--- src/hdl/kpcl_ram.sv ---
// Generic single-write, single-read synchronous RAM with registered read.
module kpcl_ram #(
    parameter int WIDTH = 8,
    parameter int DEPTH = 256
) (
    input  logic                     aclk,
    input  logic                     we,
    input  logic [$clog2(DEPTH)-1:0] waddr,
    input  logic [WIDTH-1:0]         wdata,
    input  logic [$clog2(DEPTH)-1:0] raddr,
    output logic [WIDTH-1:0]         rdata
);
    logic [WIDTH-1:0] mem [DEPTH];

    always_ff @(posedge aclk) begin
        if (we) begin
            mem[waddr] <= wdata;
        end
        rdata <= mem[raddr];
    end
endmodule

--- config.mk ---
export PLATFORM = sky130hd
export DESIGN_NAME = kpcl_ram
export DESIGN_NICKNAME = d
export VERILOG_FILES = /design/src/hdl/kpcl_ram.sv
export SDC_FILE = /design/constraint.sdc
export NUM_CORES = 2
export LEC_CHECK = 0
export BUFFER_PORTS_ARGS = -buffer_cell sky130_fd_sc_hd__buf_2
export CAP_MARGIN = 5
export CORE_UTILIZATION = 60
export CTS_CLUSTER_DIAMETER = 200
export DETAILED_ROUTE_END_ITERATION = 10
export PLACE_DENSITY = 0.74
export SYNTH_ARGS = -nofsm -noshare
export SYNTH_HDL_FRONTEND = slang
export SYNTH_SLANG_ARGS = --single-unit
export TNS_END_PERCENT = 30
--- constraint.sdc ---
create_clock -name aclk -period 6.9 [get_ports aclk]
set_clock_uncertainty 0.15 [all_clocks]
set_input_delay 0.69 -clock aclk [delete_from_list [all_inputs] [get_ports aclk]]
set_output_delay 0.69 -clock aclk [all_outputs]
set_load 0.005 [all_outputs]
* After elaboration in Yosys (flattened, before gate mapping) *
Memories as Yosys holds them, arrays and structs flattened. A register that Yosys moved wholly into a read port is not among the register bits.
Index checks and enable logic that the tools add are counted.

operators by class
  muxes and demuxes = 2

operators by type and width
  cell               count
  1-bit two-way mux  2

word-level totals
  RAM bits = 2048
  word-level logic and storage cells = 3
  register bits after elaboration = 0
  input port bits = 26
  memories kept = 1

memory list
  name  depth  width  read ports  clocked after Yosys merged registers in  write ports  RTL line  RTL
  mem   256    8      1           1                                        1            13        logic [WIDTH-1:0] mem [DEPTH];

* Logic depth before layout (Yosys ltp) *
  depth after elaboration = 2
  depth in mapped cells = 11

* Worst setup path before layout *
No wires, ideal clock.

  kind = input -> register
  start = input raddr[0]
  end = register rdata[2] (read register of mem)
  setup time = 0.131 ns
  path slack = 4.122 ns
  path buffers = 4
  data arrival time = 2.497 ns
  stages on the path = 9
  cell sequence = buf_6 -> buf_12 -> buf_8 -> buf_2 -> mux4_2 -> a22oi_1 -> a21oi_1 -> nor4_1 -> nor4_2

RTL lines
  what             RTL line  RTL
  start, declared  10        input logic [$clog2(DEPTH)-1:0] raddr,
  end, declared    11        output logic [WIDTH-1:0] rdata

==> impl_metrics.env <==
export IMPL_status="complete, no violations"
export IMPL_dr_pass1_iters=6
export IMPL_io_buffer_count=33
export IMPL_hold_viol=0
export IMPL_core_um2=131500
export IMPL_syn_avg_cell_area_um2=21.31
export IMPL_postCtsSetupBuffers=0
export IMPL_wl_per_cell_um=33.09
export IMPL_synthTopCellsByCount="2048 x edfxtp_1, 454 x mux4_2, 282 x nor2_1, 134 x mux2i_1, 133 x a22oi_1"
export IMPL_max_stage_delay_ps=1090
export IMPL_fmax_mhz=247.6
export IMPL_cts_max_path_buffers=3
export IMPL_die_h_um=366.1
export IMPL_rsz0062_at_grt="false"
export IMPL_path_clk_slew_ps=60
export IMPL_grt_pass1_vias=38975
export IMPL_grt_first_pass_wirelength_mm=274.3
export IMPL_ys_seq_elements=2056
export IMPL_cts_root_buf="clkbuf_16"
export IMPL_synth_fa_ha_area_frac=0
export IMPL_tightest_slew_ps=1284
export IMPL_worstSetupEndpointType="register"
export IMPL_routed_wl_mm=189.2
export IMPL_synth_simple_area_share=0.02628
export IMPL_synth_edf_count=2048
export IMPL_synthFlopType="edfxtp_1"
export IMPL_totalPowerFinal_uw=25260
export IMPL_hp_class="in2reg"
export IMPL_ys_seq_area_frac=0.7750
export IMPL_synth_area_um2=79560
export IMPL_post_cts_resized=0
export IMPL_clk_latency_ps=830
export IMPL_ios=34
export IMPL_async_flop_share=0
export IMPL_hold_buffers=0
export IMPL_final_util=0.6648
export IMPL_relSlewSlack=0.1362
export IMPL_synth_compound_area_frac=0.03419
export IMPL_synthToLayoutAreaGrowth_pct=9.858
export IMPL_cts_tree="done"
export IMPL_final_antenna_net_count=0
export IMPL_synth_largest_area_cell="edfxtp_1"
export IMPL_ys_types=55
export IMPL_cts_buffers=193
export IMPL_viasPerCell=6.870
export IMPL_drive_gt1_frac=0.2109
export IMPL_synthTopCellsByArea="edfxtp_1 77%, mux4_2 13%, mux2i_1 1.7%, nor2_1 1.3%, a22oi_1 1.3%"
export IMPL_arrival_ps=4510
export IMPL_route_detailed_drc=0
export IMPL_synth_mux_area_frac=0.1462
export IMPL_grt_usage=0.2859
export IMPL_worst_path_max_delay_cell="nor4_1"
export IMPL_place_congestion=0.8528
export IMPL_power_density_nw_per_um2=289.0
export IMPL_maxSlewViolCount=0
export IMPL_synth_most_common_cell="edfxtp_1"
export IMPL_maxCapViolations=0
export IMPL_synth_top_family_by_area="multiplexers"
export IMPL_ys_warn_count=0
export IMPL_fin_tns_setup_ps=0
export IMPL_vias=39276
export IMPL_clkSinkCount=2056
export IMPL_required_ps=7370
export IMPL_grt_max_degree=209
export IMPL_drtIter0Drc=5610
export IMPL_path_cells="buf_8 > buf_4 > nand3b_1 > o22ai_1 > o21ai_0 > nand3_1 > nor4_1 > nor4_1"
export IMPL_yosysTopAreaCellShare=0.7730
export IMPL_die_area_um2=134100
export IMPL_r2r_slack_ps=3790
export IMPL_antenna_found_initial=13
export IMPL_synth_xor_area_share=0
export IMPL_peakVddDrop_mv=0.2694
export IMPL_worstSetupPathType="in2reg"
export IMPL_cts_htree_levels=4
export IMPL_fp_row_count=133
export IMPL_cp_max_fo=70
export IMPL_layout_min_cycle_time_ps=4038
export IMPL_die_x_um=366.1
export IMPL_syn_num_nets=3759
export IMPL_synthesis_instances=3733
export IMPL_p_leak_uw=0.02677
export IMPL_finalNetCount=3826
export IMPL_start_util=0.6052
export IMPL_worst_setup_path_start_kind="input pin"
export IMPL_final_setup_viol_count=0
export IMPL_post_dp_hpwl_mm=110.2
export IMPL_period_share=0.5853
export IMPL_crit_top_cell="nor4_1"
export IMPL_overflow=0
[sequential cells by signal, indices dropped and copies added, names as in the netlist]
| name | count |
|---|---|
| rdata | 8 |
| mem | 2048 |
[area by class of cell]
type,count,area (µm²)
inverters,2,7.507
diodes,3,7.507
repair buffers,105,944.7
multi-input cells,1442,16520
clock buffers,258,5200
flip-flops and latches,2056,61660
well taps,1755,2196
fillers,8228,44060
clock inverters,96,868.3
[worst max-delay path: cells and delay by family]
kind	cells	cell delay, ps
AOI/OAI and AO/OA	2	490
buffers and inverters	2	950
and+or+nand+nor	4	2100
[power by group]
group	switching (µW)	internal (µW)
sequential	26.0	13800
combinational	791	397
clock	4500	5780
[cells by family (layout without fill, tap and decap cells)]
kind of cell,count (synthesis),in the layout
compound gates,385,385
buf+inv,235,461
flops,2056,2056
mux,591,591
other cells,0,3
simple gates,466,466
[final timing paths]
kind / start / end / cells past startpoint
min: wdata[2] / mem[225][2] / 1
max: raddr[1] / rdata[7] / 8
min reg2reg: mem[46][6] / rdata[6] / 5
max reg2reg: mem[83][4] / rdata[4] / 5
[stage by stage]
stage | hold slack, ps | setup slack, ps | cell area (µm²) | cells
after floorplan | 619.9 | 4122 | 79560 | 3733
after global placement | 809.1 | 1924 | 81300 | 5358
after detailed placement | 823.9 | 2190 | 81320 | 5360
after CTS | 185.2 | 3057 | 87390 | 5714
after global routing | 208.0 | 2803 | 87390 | 5715
final | 209.9 | 2862 | 87400 | 5717
[per-layer routing]
layer  share of wire  routed length, µm  up-vias  global-route usage
met3            0.11              20570      394             0.05987
li1                -                  -    15847                   -
met2            0.47              89270     2436              0.4324
met1            0.38              71730    20583              0.4162
met4           0.040               7499       16              0.1112
met5         0.00051                 97        -                   0
[placed cells by master (no fill, tap or decap), types with 46 or more instances in the layout]
cell type,count
a21oi_1,96
a22oi_1,133
buf_4,59
clkbuf_1,58
clkbuf_16,198
clkinv_1,46
edfxtp_1,2048
mux2i_1,134
mux4_2,454
nor2_1,279
o221ai_1,46
No activity file was read; power rests on OpenSTA's default activity.
